==> config.mk <==
export PLATFORM = sky130hd
export DESIGN_NAME = multi_button_click_long_press_top
export DESIGN_NICKNAME = d
export VERILOG_FILES = /design/src/rtl/core/mbclp_pkg.sv /design/src/rtl/core/mbclp_ram.sv /design/src/rtl/core/multi_button_click_long_press_top.sv
export SDC_FILE = /design/constraint.sdc
export NUM_CORES = 2
export LEC_CHECK = 0
export BUFFER_PORTS_ARGS = -buffer_cell sky130_fd_sc_hd__buf_2
export CAP_MARGIN = 10
export CORE_AREA = 2 2 280 282
export CTS_CLUSTER_SIZE = 30
export DETAILED_ROUTE_END_ITERATION = 7
export DIE_AREA = 0 0 282 284
export PLACE_DENSITY_LB_ADDON = 0.15
export SYNTH_ARGS = -nofsm -noshare
export SYNTH_HDL_FRONTEND = slang
export SYNTH_SLANG_ARGS = --single-unit
==> constraint.sdc <==
create_clock -name i_clk -period 21.6 [get_ports i_clk]
set_input_delay 3.24 -clock i_clk [delete_from_list [all_inputs] [get_ports i_clk]]
set_output_delay 3.24 -clock i_clk [all_outputs]
set_load 0.005 [all_outputs]
==> src/rtl/core/mbclp_pkg.sv <==
// ----------------------------------------------------------------------------
// mbclp_pkg
// shared constants and types for the multi-button click / long-press detector
// ----------------------------------------------------------------------------
package mbclp_pkg;

    // default sizing handed to the top level
    localparam int NUM_BUTTONS_DEF = 8;
    localparam int TIME_WIDTH_DEF  = 32;

    // events reported per tick at most
    localparam int MAX_RESULTS = 8;

    // configuration port
    localparam int APB_ADDR_W = 5;
    localparam int APB_DATA_W = 32;

    // register widths
    localparam int DEB_W    = 16;
    localparam int LONG_W   = 24;
    localparam int MASK_W   = 8;
    localparam int USED_W   = 4;
    localparam int PERIOD_W = 10;

    // register reset values
    localparam logic [DEB_W-1:0]    DEB_RST    = DEB_W'(5);
    localparam logic [LONG_W-1:0]   LONG_RST   = LONG_W'(100);
    localparam logic [MASK_W-1:0]   MASK_RST   = '0;
    localparam logic [USED_W-1:0]   USED_RST   = '0;
    localparam logic [PERIOD_W-1:0] PERIOD_RST = PERIOD_W'(1);

    // output field widths
    localparam int LEVELS_W = 8;
    localparam int BIDX_W   = 3;
    localparam int TS_W     = 32;

    // register index in the address map (byte address = 4 * index)
    typedef enum logic [2:0] {
        REG_DEBOUNCE = 3'd0,
        REG_LONG     = 3'd1,
        REG_MASK     = 3'd2,
        REG_USED     = 3'd3,
        REG_PERIOD   = 3'd4
    } t_reg_idx;

    // event kind codes
    typedef enum logic {
        EVT_CLICK = 1'b0,
        EVT_LONG  = 1'b1
    } t_evt_kind;

endpackage

==> src/rtl/core/mbclp_ram.sv <==
// ----------------------------------------------------------------------------
// mbclp_ram
// generic simple dual-port ram, one write and one registered read port
// ----------------------------------------------------------------------------
module mbclp_ram #(
    parameter int WIDTH = 68,
    parameter int DEPTH = 8,
    parameter int ADDR_W = (DEPTH > 1) ? $clog2(DEPTH) : 1
) (
    input  logic              i_clk,
    input  logic              i_we,
    input  logic [ADDR_W-1:0] i_waddr,
    input  logic [WIDTH-1:0]  i_wdata,
    input  logic              i_re,
    input  logic [ADDR_W-1:0] i_raddr,
    output logic [WIDTH-1:0]  o_rdata
);

    logic [WIDTH-1:0] r_mem [DEPTH];
    logic [WIDTH-1:0] r_rdata;

    always_ff @(posedge i_clk) begin
        if (i_we) begin
            r_mem[i_waddr] <= i_wdata;
        end
        if (i_re) begin
            r_rdata <= r_mem[i_raddr];
        end
    end

    assign o_rdata = r_rdata;

endmodule

==> src/rtl/core/multi_button_click_long_press_top.sv <==
// ----------------------------------------------------------------------------
// multi_button_click_long_press_top
// debounce plus click and long-press detection for up to NUM_BUTTONS buttons
// ----------------------------------------------------------------------------
// One input request is one tick carrying the raw level of every button. Each
// button is debounced (a level must stay quiet for the debounce time before it
// is taken), a taken release gives a click unless a long press was already
// reported, and a button held for the long-press time gives one long press.
// Events come out in button order, each stamped with tick number times
// tick_period_ms, and the final event of a tick carries last_of_tick. The
// first tick after reset only loads the levels and gives no event. All
// per-button state sits in one ram entry per button; a tick first does the
// timestamp multiply, then reads, updates and writes back each button in use
// over the single ram read port, then flushes the last event; it runs longer
// only while the result side stalls. The priming tick initializes every one
// of the NUM_BUTTONS ram entries. At most MAX_RESULTS events are reported per
// tick; later ones in that tick are dropped while the state still updates.
// Registers may be written only while no tick is in progress.
// ----------------------------------------------------------------------------
module multi_button_click_long_press_top #(
    parameter int NUM_BUTTONS = mbclp_pkg::NUM_BUTTONS_DEF,
    parameter int TIME_WIDTH  = mbclp_pkg::TIME_WIDTH_DEF
) (
    input  logic                              i_clk,
    input  logic                              i_rst_n,
    // tick request channel
    input  logic                              i_valid,
    output logic                              o_ready,
    input  logic [mbclp_pkg::LEVELS_W-1:0]    i_button_levels,
    // event request channel
    output logic                              o_valid,
    input  logic                              i_ready,
    output logic [mbclp_pkg::BIDX_W-1:0]      o_button_index,
    output logic                              o_event_kind,
    output logic [mbclp_pkg::TS_W-1:0]        o_timestamp_ms,
    output logic                              o_last_of_tick,
    // configuration port
    input  logic                              psel,
    input  logic                              penable,
    input  logic                              pwrite,
    input  logic [mbclp_pkg::APB_ADDR_W-1:0]  paddr,
    input  logic [mbclp_pkg::APB_DATA_W-1:0]  pwdata,
    output logic [mbclp_pkg::APB_DATA_W-1:0]  prdata,
    output logic                              pready
);

    import mbclp_pkg::*;

    localparam int IDX_W   = (NUM_BUTTONS > 1) ? $clog2(NUM_BUTTONS) : 1;
    localparam int BEXT_W  = 6;                 // holds any button number up to 63
    localparam int CNT_W   = $clog2(MAX_RESULTS + 1);
    localparam int ENTRY_W = 2 * TIME_WIDTH + 4;

    // entry layout: {prev_raw, edge_pending, edge_time, pressed, press_time, long_rep}
    localparam int LR_B    = 0;
    localparam int PT_LO   = 1;
    localparam int PR_B    = PT_LO + TIME_WIDTH;
    localparam int ET_LO   = PR_B + 1;
    localparam int PEND_B  = ET_LO + TIME_WIDTH;
    localparam int PREV_B  = PEND_B + 1;

    typedef enum logic [2:0] {
        S_IDLE,
        S_PRIME,
        S_MUL,
        S_RD,
        S_EX,
        S_FLUSH
    } t_state;

    // event held back until we know whether it is the last of the tick
    typedef struct packed {
        logic              vld;
        logic [BIDX_W-1:0] idx;
        logic              kind;
    } t_hold;

    // configuration registers
    logic [DEB_W-1:0]    r_deb;
    logic [LONG_W-1:0]   r_long;
    logic [MASK_W-1:0]   r_mask;
    logic [USED_W-1:0]   r_used;
    logic [PERIOD_W-1:0] r_period;

    // sequencer
    t_state                r_state;
    logic                  r_primed;
    logic [TIME_WIDTH-1:0] r_tick;
    logic [LEVELS_W-1:0]   r_levels;
    logic [IDX_W-1:0]      r_idx;
    logic [TS_W-1:0]       r_ts;
    logic [CNT_W-1:0]      r_nevt;
    t_hold                 r_hold;

    // output register
    logic              r_out_vld;
    logic [BIDX_W-1:0] r_out_idx;
    logic              r_out_kind;
    logic [TS_W-1:0]   r_out_ts;
    logic              r_out_last;

    // ram ports
    logic               w_we;
    logic               w_re;
    logic [ENTRY_W-1:0] w_wdata;
    logic [ENTRY_W-1:0] w_rdata;

    // per-button datapath
    logic [BEXT_W-1:0]     w_bext;
    logic [BEXT_W-1:0]     w_nused;
    logic                  w_raw;
    logic                  w_press_lvl;
    logic [DEB_W-1:0]      w_deb;
    logic [LONG_W-1:0]     w_lng;
    logic                  w_prev_o;
    logic                  w_pend_o;
    logic [TIME_WIDTH-1:0] w_et_o;
    logic                  w_pr_o;
    logic [TIME_WIDTH-1:0] w_pt_o;
    logic                  w_lr_o;
    logic [TIME_WIDTH-1:0] w_edge_age;
    logic [TIME_WIDTH-1:0] w_press_age;
    logic                  w_edge_now;
    logic                  w_settle;
    logic                  w_change;
    logic                  w_press_acc;
    logic                  w_click;
    logic                  w_long;
    logic                  w_pend_n;
    logic [TIME_WIDTH-1:0] w_et_n;
    logic                  w_pr_n;
    logic [TIME_WIDTH-1:0] w_pt_n;
    logic                  w_lr_n;
    logic                  w_evt;
    logic                  w_out_free;
    logic                  w_out_load;
    logic                  w_stall;
    logic                  w_more;
    logic [TS_W-1:0]       w_now32;
    logic [TS_W+PERIOD_W-1:0] w_ts_full;

    logic     w_cfg_wr;
    t_reg_idx w_reg;

    // ---------------------------------------------------------------- config
    assign pready   = 1'b1;
    assign w_cfg_wr = psel && penable && pwrite && pready;
    assign w_reg    = t_reg_idx'(paddr[APB_ADDR_W-1:2]);

    always_comb begin
        unique case (w_reg)
            REG_DEBOUNCE: prdata = APB_DATA_W'(r_deb);
            REG_LONG:     prdata = APB_DATA_W'(r_long);
            REG_MASK:     prdata = APB_DATA_W'(r_mask);
            REG_USED:     prdata = APB_DATA_W'(r_used);
            REG_PERIOD:   prdata = APB_DATA_W'(r_period);
            default:      prdata = '0;
        endcase
    end

    always_ff @(posedge i_clk) begin
        if (!i_rst_n) begin
            r_deb    <= DEB_RST;
            r_long   <= LONG_RST;
            r_mask   <= MASK_RST;
            r_used   <= USED_RST;
            r_period <= PERIOD_RST;
        end else if (w_cfg_wr) begin
            unique case (w_reg)
                REG_DEBOUNCE: r_deb    <= pwdata[DEB_W-1:0];
                REG_LONG:     r_long   <= pwdata[LONG_W-1:0];
                REG_MASK:     r_mask   <= pwdata[MASK_W-1:0];
                REG_USED:     r_used   <= pwdata[USED_W-1:0];
                REG_PERIOD:   r_period <= pwdata[PERIOD_W-1:0];
                default:      ;
            endcase
        end
    end

    // ------------------------------------------------------- per-button state
    mbclp_ram #(
        .WIDTH (ENTRY_W),
        .DEPTH (NUM_BUTTONS)
    ) u_state_ram (
        .i_clk   (i_clk),
        .i_we    (w_we),
        .i_waddr (r_idx),
        .i_wdata (w_wdata),
        .i_re    (w_re),
        .i_raddr (r_idx),
        .o_rdata (w_rdata)
    );

    // button number widened so buttons above eight read a low level
    assign w_bext      = BEXT_W'(r_idx);
    assign w_raw       = (w_bext < BEXT_W'(LEVELS_W)) ? r_levels[w_bext[BIDX_W-1:0]] : 1'b0;
    assign w_press_lvl = w_raw ^ ((w_bext < BEXT_W'(MASK_W)) && r_mask[w_bext[BIDX_W-1:0]]);

    // buttons in use, clipped to what the ram holds
    assign w_nused = (BEXT_W'(r_used) > BEXT_W'(NUM_BUTTONS)) ? BEXT_W'(NUM_BUTTONS)
                                                               : BEXT_W'(r_used);
    assign w_more  = (w_bext + BEXT_W'(1)) < w_nused;

    // zero durations act as one
    assign w_deb = (r_deb == '0) ? DEB_W'(1) : r_deb;
    assign w_lng = (r_long == '0) ? LONG_W'(1) : r_long;

    assign w_prev_o = w_rdata[PREV_B];
    assign w_pend_o = w_rdata[PEND_B];
    assign w_et_o   = w_rdata[ET_LO +: TIME_WIDTH];
    assign w_pr_o   = w_rdata[PR_B];
    assign w_pt_o   = w_rdata[PT_LO +: TIME_WIDTH];
    assign w_lr_o   = w_rdata[LR_B];

    assign w_edge_age  = r_tick - w_et_o;
    assign w_press_age = r_tick - w_pt_o;

    always_comb begin
        // a new edge restarts the window, which then cannot settle this tick
        w_edge_now  = w_raw != w_prev_o;
        w_settle    = !w_edge_now && w_pend_o &&
                      ({8'd0, w_edge_age} >= (TIME_WIDTH + 8)'(w_deb));
        w_change    = w_settle && (w_press_lvl != w_pr_o);
        w_press_acc = w_change && w_press_lvl;
        w_click     = w_change && !w_press_lvl && !w_lr_o;
        w_pend_n    = w_edge_now || (w_pend_o && !w_settle);
        w_et_n      = w_edge_now ? r_tick : w_et_o;
        w_pr_n      = w_change ? w_press_lvl : w_pr_o;
        w_pt_n      = w_press_acc ? r_tick : w_pt_o;
        // a freshly accepted press has zero age, so it never qualifies here
        w_long      = w_pr_n && !w_lr_o && !w_press_acc &&
                      ({8'd0, w_press_age} >= (TIME_WIDTH + 8)'(w_lng)) &&
                      (!w_pend_n || w_press_lvl);
        w_lr_n      = w_press_acc ? 1'b0 : (w_lr_o || w_long);
        w_evt       = (w_click || w_long) && (r_nevt < CNT_W'(MAX_RESULTS));
    end

    assign w_out_free = !r_out_vld || i_ready;
    assign w_stall    = w_evt && r_hold.vld && !w_out_free;

    // output register takes the held event this cycle
    assign w_out_load = ((r_state == S_EX) && !w_stall && w_evt && r_hold.vld) ||
                        ((r_state == S_FLUSH) && r_hold.vld && w_out_free);

    // ram control
    always_comb begin
        w_we    = 1'b0;
        w_re    = 1'b0;
        w_wdata = {w_edge_now ? w_raw : w_prev_o, w_pend_n, w_et_n, w_pr_n, w_pt_n, w_lr_n};
        unique case (r_state)
            S_PRIME: begin
                w_we    = 1'b1;
                w_wdata = {w_raw, 1'b0, r_tick, w_press_lvl, r_tick, 1'b0};
            end
            S_MUL:   w_re = (w_nused != '0);
            S_RD:    w_re = 1'b1;
            S_EX:    w_we = !w_stall;
            default: ;
        endcase
    end

    // timestamp: low 32 bits of tick number times period
    assign w_now32   = TS_W'(r_tick);
    assign w_ts_full = (TS_W + PERIOD_W)'(w_now32) * (TS_W + PERIOD_W)'(r_period);

    assign o_ready = (r_state == S_IDLE);

    // ------------------------------------------------------------ sequencer
    always_ff @(posedge i_clk) begin
        if (!i_rst_n) begin
            r_state    <= S_IDLE;
            r_primed   <= 1'b0;
            r_tick     <= '0;
            r_idx      <= '0;
            r_nevt     <= '0;
            r_hold.vld <= 1'b0;
            r_out_vld  <= 1'b0;
        end else begin
            // output register drains on its own unless refilled
            if (r_out_vld && i_ready && !w_out_load) begin
                r_out_vld <= 1'b0;
            end

            unique case (r_state)
                S_IDLE: begin
                    if (i_valid) begin
                        r_levels <= i_button_levels;
                        r_idx    <= '0;
                        r_nevt   <= '0;
                        r_state  <= r_primed ? S_MUL : S_PRIME;
                    end
                end

                S_PRIME: begin
                    if (r_idx == IDX_W'(NUM_BUTTONS - 1)) begin
                        r_primed <= 1'b1;
                        r_tick   <= r_tick + TIME_WIDTH'(1);
                        r_state  <= S_IDLE;
                    end else begin
                        r_idx <= r_idx + IDX_W'(1);
                    end
                end

                S_MUL: begin
                    // read of button 0 was issued alongside
                    r_ts    <= w_ts_full[TS_W-1:0];
                    r_state <= (w_nused != '0) ? S_EX : S_FLUSH;
                end

                S_RD: r_state <= S_EX;

                S_EX: begin
                    if (!w_stall) begin
                        if (w_evt) begin
                            if (r_hold.vld) begin
                                r_out_vld  <= 1'b1;
                                r_out_idx  <= r_hold.idx;
                                r_out_kind <= r_hold.kind;
                                r_out_ts   <= r_ts;
                                r_out_last <= 1'b0;
                            end
                            r_hold.vld  <= 1'b1;
                            r_hold.idx  <= w_bext[BIDX_W-1:0];
                            r_hold.kind <= w_long ? EVT_LONG : EVT_CLICK;
                            r_nevt      <= r_nevt + CNT_W'(1);
                        end
                        if (w_more) begin
                            r_idx   <= r_idx + IDX_W'(1);
                            r_state <= S_RD;
                        end else begin
                            r_state <= S_FLUSH;
                        end
                    end
                end

                S_FLUSH: begin
                    if (!r_hold.vld) begin
                        r_tick  <= r_tick + TIME_WIDTH'(1);
                        r_state <= S_IDLE;
                    end else if (w_out_free) begin
                        r_out_vld  <= 1'b1;
                        r_out_idx  <= r_hold.idx;
                        r_out_kind <= r_hold.kind;
                        r_out_ts   <= r_ts;
                        r_out_last <= 1'b1;
                        r_hold.vld <= 1'b0;
                        r_tick     <= r_tick + TIME_WIDTH'(1);
                        r_state    <= S_IDLE;
                    end
                end

                default: r_state <= S_IDLE;
            endcase
        end
    end

    assign o_valid        = r_out_vld;
    assign o_button_index = r_out_idx;
    assign o_event_kind   = r_out_kind;
    assign o_timestamp_ms = r_out_ts;
    assign o_last_of_tick = r_out_last;

endmodule
; Yosys cells after proc, flatten, opt, wreduce, memory -nomap -nowiden
; Memory sizes are Yosys's and may differ from the RTL's. A register that Yosys moved wholly into a read port is not among the register bits.
; Index checks and enable logic that the tools add are counted.
[totals]
elab_cells = 201
output_inout_bits = 72
mem_count = 1
reg_bits = 188
ram_bits = 544
[memory_table]
columns = name, words, width, read_ports, rd_clocked_by_memory_dff, write_ports, line
row1 = u_state_ram.r_mem, 8, 68, 1, 1, 1, mbclp_ram.sv:19  ; logic [WIDTH-1:0] r_mem [DEPTH];
[op_classes]
order_cmp = 7
addsub = 6
n_mul = 1
n_reduce_logical = 64
n_bitwise = 2
eq_ne = 22
muxes = 78
[op_table]
columns = cell, n
row1 = two-way mux 32 bit, 10
row2 = case mux 32 bit (2 select lines), 2
row3 = case mux 24 bit (5 select lines), 1
row4 = two-way mux 68 bit, 1
row5 = subtractor 32 bit, 2
row6 = two-way mux 3 bit, 15
row7 = adder 32 x 1 -> 32 bit (second input constant), 1
row8 = >= comparator 32 x 16 -> 1 bit, 1
row9 = >= comparator 32 x 24 -> 1 bit, 1
row10 = multiplier 32 x 10 -> 32 bit, 1
row11 = two-way mux 1 bit, 28
row12 = logical AND 1 bit, 24
row13 = logical NOT 24 bit, 1
row14 = two-way mux 24 bit, 1
row15 = != test 2 bit (second input constant), 9
row16 = case mux 3 bit (6 select lines), 1
row17 = logical NOT 16 bit, 1
row18 = two-way mux 16 bit, 1
row19 = two-way mux 4 bit, 4
row20 = AND reduction 2 bit, 7
row21 = == test 3 x 2 -> 1 bit (second input constant), 4
row22 = == test 3 bit (second input constant), 4
row23 = case mux 1 bit (2 select lines), 6
row24 = AND reduction 4 bit, 3
row25 = other kinds (27), 51

; Depth between registers and ports, before layout
[logic_depth]
depth_word = 29
depth_mapped = 26

; Modules after synthesis
; From an unflattened synthesis, not the netlist that was laid out.
[unflattened]
hier_cells = 3378
area_unflattened_um2 = 43890.8
[by_module_without_submodules]
columns = mod, seq_area_each_um2, n_inst, area_each_um2, cells_per_inst
row1 = mbclp_ram, 18377.6, 1, 22477.8, 867
row2 = multi_button_click_long_press_top, 4574.4, 1, 21413.0, 2511

; Worst setup path before layout
; OpenSTA, ideal clock, no wires.
[synth_path]
kind = flip-flop to flip-flop
start = register r_tick[0]
end = memory u_state_ram.r_mem[5][0] (enable)
setup_slack_ps = 13887
arrival_time_ps = 7232
synth_period_minus_slack_ps = 7713
required_ps = 21118
path_stages_with_launch = 24
path_buffers = 0
path_cell_list = dfxtp_1 -> inv_1 -> ha_1 -> inv_1 -> fa_1 -> a21o_1 -> a311o_1 -> a21oi_2 -> o21ai_1 -> o22ai_1 -> xnor2_1 -> ha_1 -> a21o_1 -> a221oi_1 -> o21ai_0 -> a2111oi_0 -> nand4_1 -> a2111oi_0 -> nand4_1 -> o31ai_2 -> or3_4 -> a211o_2 -> a21oi_4 -> nor3_2
[synth_between]
elab_chain_len = 17
word_cells_on_any_way = 28
cone_classes = add/sub: 2 / order compare: 2 / mux: 4 / reduce/logical: 20
[synth_lines]
columns = item, line
row1 = "start, declared", multi_button_click_long_press_top.sv:88  ; logic [TIME_WIDTH-1:0] r_tick;
row2 = "start signal, assigned", multi_button_click_long_press_top.sv:297  ; r_tick <= r_tick + TIME_WIDTH'(1);
row3 = "start signal, assigned", multi_button_click_long_press_top.sv:338  ; r_tick <= r_tick + TIME_WIDTH'(1);
row4 = "start signal, assigned", multi_button_click_long_press_top.sv:347  ; r_tick <= r_tick + TIME_WIDTH'(1);
row5 = subtractor 32 bit, multi_button_click_long_press_top.sv:215  ; assign w_edge_age = r_tick - w_et_o;
row6 = >= comparator 32 x 16 -> 1 bit, multi_button_click_long_press_top.sv:222  ; ({8'd0, w_edge_age} >= (TIME_WIDTH + 8)'(w_deb));
row7 = logical AND 1 bit, multi_button_click_long_press_top.sv:221  ; w_settle = !w_edge_now && w_pend_o &&
row8 = logical AND 1 bit or logical NOT 1 bit (tied branches), "multi_button_click_long_press_top.sv:223, multi_button_click_long_press_top.sv:226"
row9 = two-way mux 1 bit (tied with other cells), multi_button_click_long_press_top.sv:228  ; w_pr_n = w_change ? w_press_lvl : w_pr_o;
row10 = logical AND 1 bit (tied with other cells), multi_button_click_long_press_top.sv:231  ; w_long = w_pr_n && !w_lr_o && !w_press_acc &&
row11 = logical AND 1 bit or logical NOT 1 bit (tied branches), "multi_button_click_long_press_top.sv:231, multi_button_click_long_press_top.sv:233"
row12 = logical AND 1 bit or logical OR 1 bit (tied branches), "multi_button_click_long_press_top.sv:231, multi_button_click_long_press_top.sv:233"
row13 = logical AND 1 bit, multi_button_click_long_press_top.sv:232  ; ({8'd0, w_press_age} >= (TIME_WIDTH + 8)'(w_lng)) &&
row14 = logical OR 1 bit (*), multi_button_click_long_press_top.sv:235  ; w_evt = (w_click || w_long) && (r_nevt < CNT_W'(MAX_RESULTS));
row15 = logical AND 1 bit (*), multi_button_click_long_press_top.sv:235
row16 = logical AND 1 bit (*) (2 in a row), multi_button_click_long_press_top.sv:239  ; assign w_stall = w_evt && r_hold.vld && !w_out_free;
row17 = logical NOT 1 bit (*), -
row18 = case mux 1 bit (2 select lines) (*), multi_button_click_long_press_top.sv:250  ; unique case (r_state)
row19 = two-way mux 1 bit (*), mbclp_ram.sv:23  ; if (i_we) begin
row20 = two-way mux 1 bit (not written as such) (*), mbclp_ram.sv:24  ; r_mem[i_waddr] <= i_wdata;
row21 = "end, declared", mbclp_ram.sv:19
; Every way passes the cells marked *; elsewhere a longest branch is shown, timed or not.

; Final worst setup path
[layout_path]
start = input paddr[2] (netlist bit)
end = output prdata[21] (netlist bit)
[layout_between]
elab_chain_len = 2
word_cells_on_any_way = 6
cone_classes = eq/ne: 4 / mux: 1 / reduce/logical: 1
[layout_lines]
columns = item, line
row1 = "start, declared", multi_button_click_long_press_top.sv:41  ; input logic [mbclp_pkg::APB_ADDR_W-1:0] paddr,
row2 = == test 3 bit (tied with other cells), multi_button_click_long_press_top.sv:151  ; unique case (w_reg)
row3 = case mux 24 bit (5 select lines) (*), multi_button_click_long_press_top.sv:151
row4 = "end, declared", multi_button_click_long_press_top.sv:43  ; output logic [mbclp_pkg::APB_DATA_W-1:0] prdata,
; Marked as above.

==> results by group <==
Status
  • Status: finished clean

Timing
  • Fin. Hold Viols: 0
  • RSZ-0062 raised after global routing: no
  • Setup_tns: 0 ps
  • Final Critical Period: 8540 ps
  • Max Freq: 117 MHz
  • Final setup viols: 0
  • Slew Limit Fails: 0
  • Rel. slew slack: 22.8%
  • Worst-margin pin slew: 1160 ps
  • Final Cycle Share: 39.5%
  • Clk_skew: 43.8 ps

GRT
  • Gr ovfl total: 0
  • First-pass GRT wire length: 167000 um
  • Total track usage: 27.4%
  • Initial antenna violation count: 2
  • Largest net degree at the start of global routing: 98
  • Number of global-route vias before repair: 28500

Clocking
  • Root Buffer: clkbuf_16
  • Worst skew pair latency: 660 ps
  • CTS Hold Buffers Added: 0
  • Clk slew on worst S/H paths: 60 ps
  • Post-CTS setup buffers: 0
  • Htree depth: 3
  • Total CTS buffers: 86
  • TritonCTS clock tree: yes
  • Post_cts resized: 0
  • Sink Count: 800
  • Bufs on Longest Clock Path: 3

Layout
  • Layout Nets: 4028
  • Finished Cell Area: 46600 um^2
  • Layout fillers: 6066
  • Sequential cell area: 23000 um^2
  • Fin util: 60.5%
  • Multi-input combinational cell area: 17300 um^2
  • Area Growth Syn to Fin: 10.9%
  • Share of cells above drive strength 1: 9.69%

Worst setup path
  • Worst path cell trace: buf_2 -> nand2b_1 -> nor3_1 -> buf_2
  • Worst r2r path cells: 23
  • Crit. End Element: output port
  • Crit-path most repeated cell: buf_2
  • Worst EP arrival: 5300 ps
  • R2r endpoint: u_state_ram.r_mem[5][11]$_DFFE_PP_
  • Reg2reg start: r_tick[4]$_SDFFE_PN0P_
  • CP max-delay cell: nand2b_1
  • Max stage delay on crit path: 670 ps
  • Reg-to-reg slack, setup: 13620 ps
  • Setup CP Type: input port to output port
  • CP Max Fanout: 22
  • Startpoint types: input port
  • Crit path required time: 18360 ps

Placement
  • Hpwl dp: 70900 um
  • Gp weighted congestion: 0.944
  • Area of placed instances: 43800 um^2
  • Port bufs: 104

Route
  • WL final: 110000 um
  • Via count: 28600
  • Drt wl/cell: 23.2 um
  • Vias/cell: 6.06
  • First-pass DRT Iterations: 7
  • Iter 0 DRT Violations: 3026
  • Post-DRT Antenna Nets: 0
  • DRC violations left: 0

Yosys
  • Syn. warnings: 0
  • Number of synthesized flops with an enable pin: 693
  • Most common flop cell mapped by yosys: edfxtp_1
  • Register bit total from synthesis: 800
  • Post-synth cell types: 81
  • Sequential fraction of the synthesis area: 54.7%
  • Avg Inst Size Synth: 11.9 um^2
  • Cell area after synthesis: 42000 um^2
  • Async SR Flop Fraction: 0%
  • Post-Synthesis Cells: 3534

Die
  • Die Wd: 282 um
  • Core footprint: 77000 um^2
  • # rows: 102
  • Die area: 80100 um^2
  • Initial core utilization: 54.6%
  • Die height: 284 um
  • Io pins: 124

Hold path
  • Hold worst-path end: o_timestamp_ms[13]$_DFFE_PP_
  • Hold Path Cell Cnt: 0
  • Hold wc startpoint: r_ts[13]$_DFFE_PP_
  • HP Class: register to register

Pwr
  • Max VDD drop: 70.3 uV
  • Power density cells: 69.7 nW/um^2
  • Pleak: 0.0173 uW

Job
  • Max cap viols: 0
==> cells by family after synthesis <==
| kind of cell | Yosys count | synth area share [%] |
|---|---|---|
| simple gates | 981 | 11.3 |
| fa+ha+maj | 357 | 14.2 |
| buf+inv | 482 | 4.41 |
| compound gates | 758 | 12.1 |
| other cells | 2 | 0.0179 |
| xor+xnor | 106 | 2.21 |
| flops | 800 | 54.7 |
| mux | 48 | 1.16 |
==> final cells by class <==
cell class	instances	area share [%]
tap	1040	2.79
antenna	1	0.00537
sequential	800	49.3
timing repair buffer	179	2.32
multi-input combinational	2259	37.2
clock buffer	107	4.88
inverter	293	2.36
clock inverter	48	1.14
==> worst max-delay path by stage <==
stage,from,cells after the start,to,slack [ps]
after floorplan,r_tick[0]$_SDFFE_PN0P_,23,u_state_ram.r_mem[5][0]$_DFFE_PP_,13890
after global routing,paddr[2],4,prdata[21],12990
after global placement,paddr[2],4,prdata[21],13120
final,paddr[2],4,prdata[21],13060
after CTS,paddr[2],4,prdata[21],12970
after detailed placement,paddr[2],4,prdata[21],12970
==> per-stage QoR <==
| step | hold slack [ps] | worst slack, ps | total power (uW) | instances |
|---|---|---|---|---|
| 2_1_floorplan | 400 | 13890 | 1790 | 3541 |
| 3_3_place_gp | 403 | 13120 | 1820 | 4570 |
| 3_5_place_dp | 405 | 12970 | 1830 | 4570 |
| 4_1_cts | 386 | 12970 | 3270 | 4725 |
| 5_1_grt | 414 | 12990 | 3340 | 4727 |
| 6_report | 392 | 13060 | 3250 | 4727 |
==> worst max-delay path, delay by kind of cell <==
| family | cells | cell delay (ps) |
|---|---|---|
| and+or+nand+nor | 2 | 1320 |
| buffers and inverters | 2 | 730 |
==> layer usage <==
metal	vias to the layer above	GRT usage [%]	share of wire, %
met2	1178	45.4	48
met5	-	0	0
li1	12900	-	-
met4	0	9.31	2.9
met3	190	3.41	7.6
met1	14400	37.5	41
==> synthesized netlist by cell type, types with 7 or more instances <==
master     count  area (um^2)
o22ai_1        9         56.3
nor3_1        32          160
a211oi_1      12         90.1
nor3b_1        8         60.1
nor2_1       136          510
nor2b_1       22          138
o21a_1        14          105
nand2_1      417         1570
dfxtp_1      107         2140
ha_1         157         1960
o21bai_1      11         82.6
buf_1          8         30.0
and3_1        18          113
buf_4          9         67.6
fa_1         200         4000
and2_1       127          795
o211ai_1      14          105
xor2_1        39          342
xnor2_1       67          587
inv_1        292         1100
a21oi_1      171          856
clkbuf_1     166          623
nand4_1       92          576
a2111oi_0      7         61.3
nand3_1       45          225
nor4_1        14         87.6
mux2i_1       43          430
nand2b_1      18          113
edfxtp_1     693        20800
a21o_1        43          323
o21ai_0      127          636
or3_1         25          156
a22oi_1      277         2080
==> power breakdown <==
part	switching [uW]	internal [uW]	total, uW
clock network	613	837	1450
registers	6.60	1690	1700
logic	69.1	27.5	96.6
==> flip-flops by register name, indices dropped and copies added (netlist names), 10 cells and up <==
| signal | count |
|---|---|
| u_state_ram.r_mem | 544 |
| u_state_ram.o_rdata | 68 |
| o_timestamp_ms | 32 |
| r_tick | 32 |
| r_ts | 32 |
| r_long | 24 |
| r_deb | 16 |
| r_period | 10 |
==> placed cells by master, fill, tap and decap left out, types with 28 or more instances in the layout <==
| cell | count |
|---|---|
| a21oi_1 | 171 |
| xor2_1 | 39 |
| edfxtp_1 | 693 |
| a22oi_1 | 277 |
| nor3_1 | 28 |
| mux2i_1 | 43 |
| nand3_1 | 45 |
| xnor2_1 | 67 |
| dfxtp_1 | 107 |
| buf_4 | 74 |
| a21o_1 | 43 |
| ha_1 | 157 |
| clkbuf_16 | 87 |
| inv_1 | 292 |
| buf_2 | 105 |
| nor2_1 | 133 |
| and2_1 | 127 |
| fa_1 | 200 |
| nand4_1 | 92 |
| o21ai_0 | 127 |
| nand2_1 | 416 |
(Power assumes the default switching activity.)
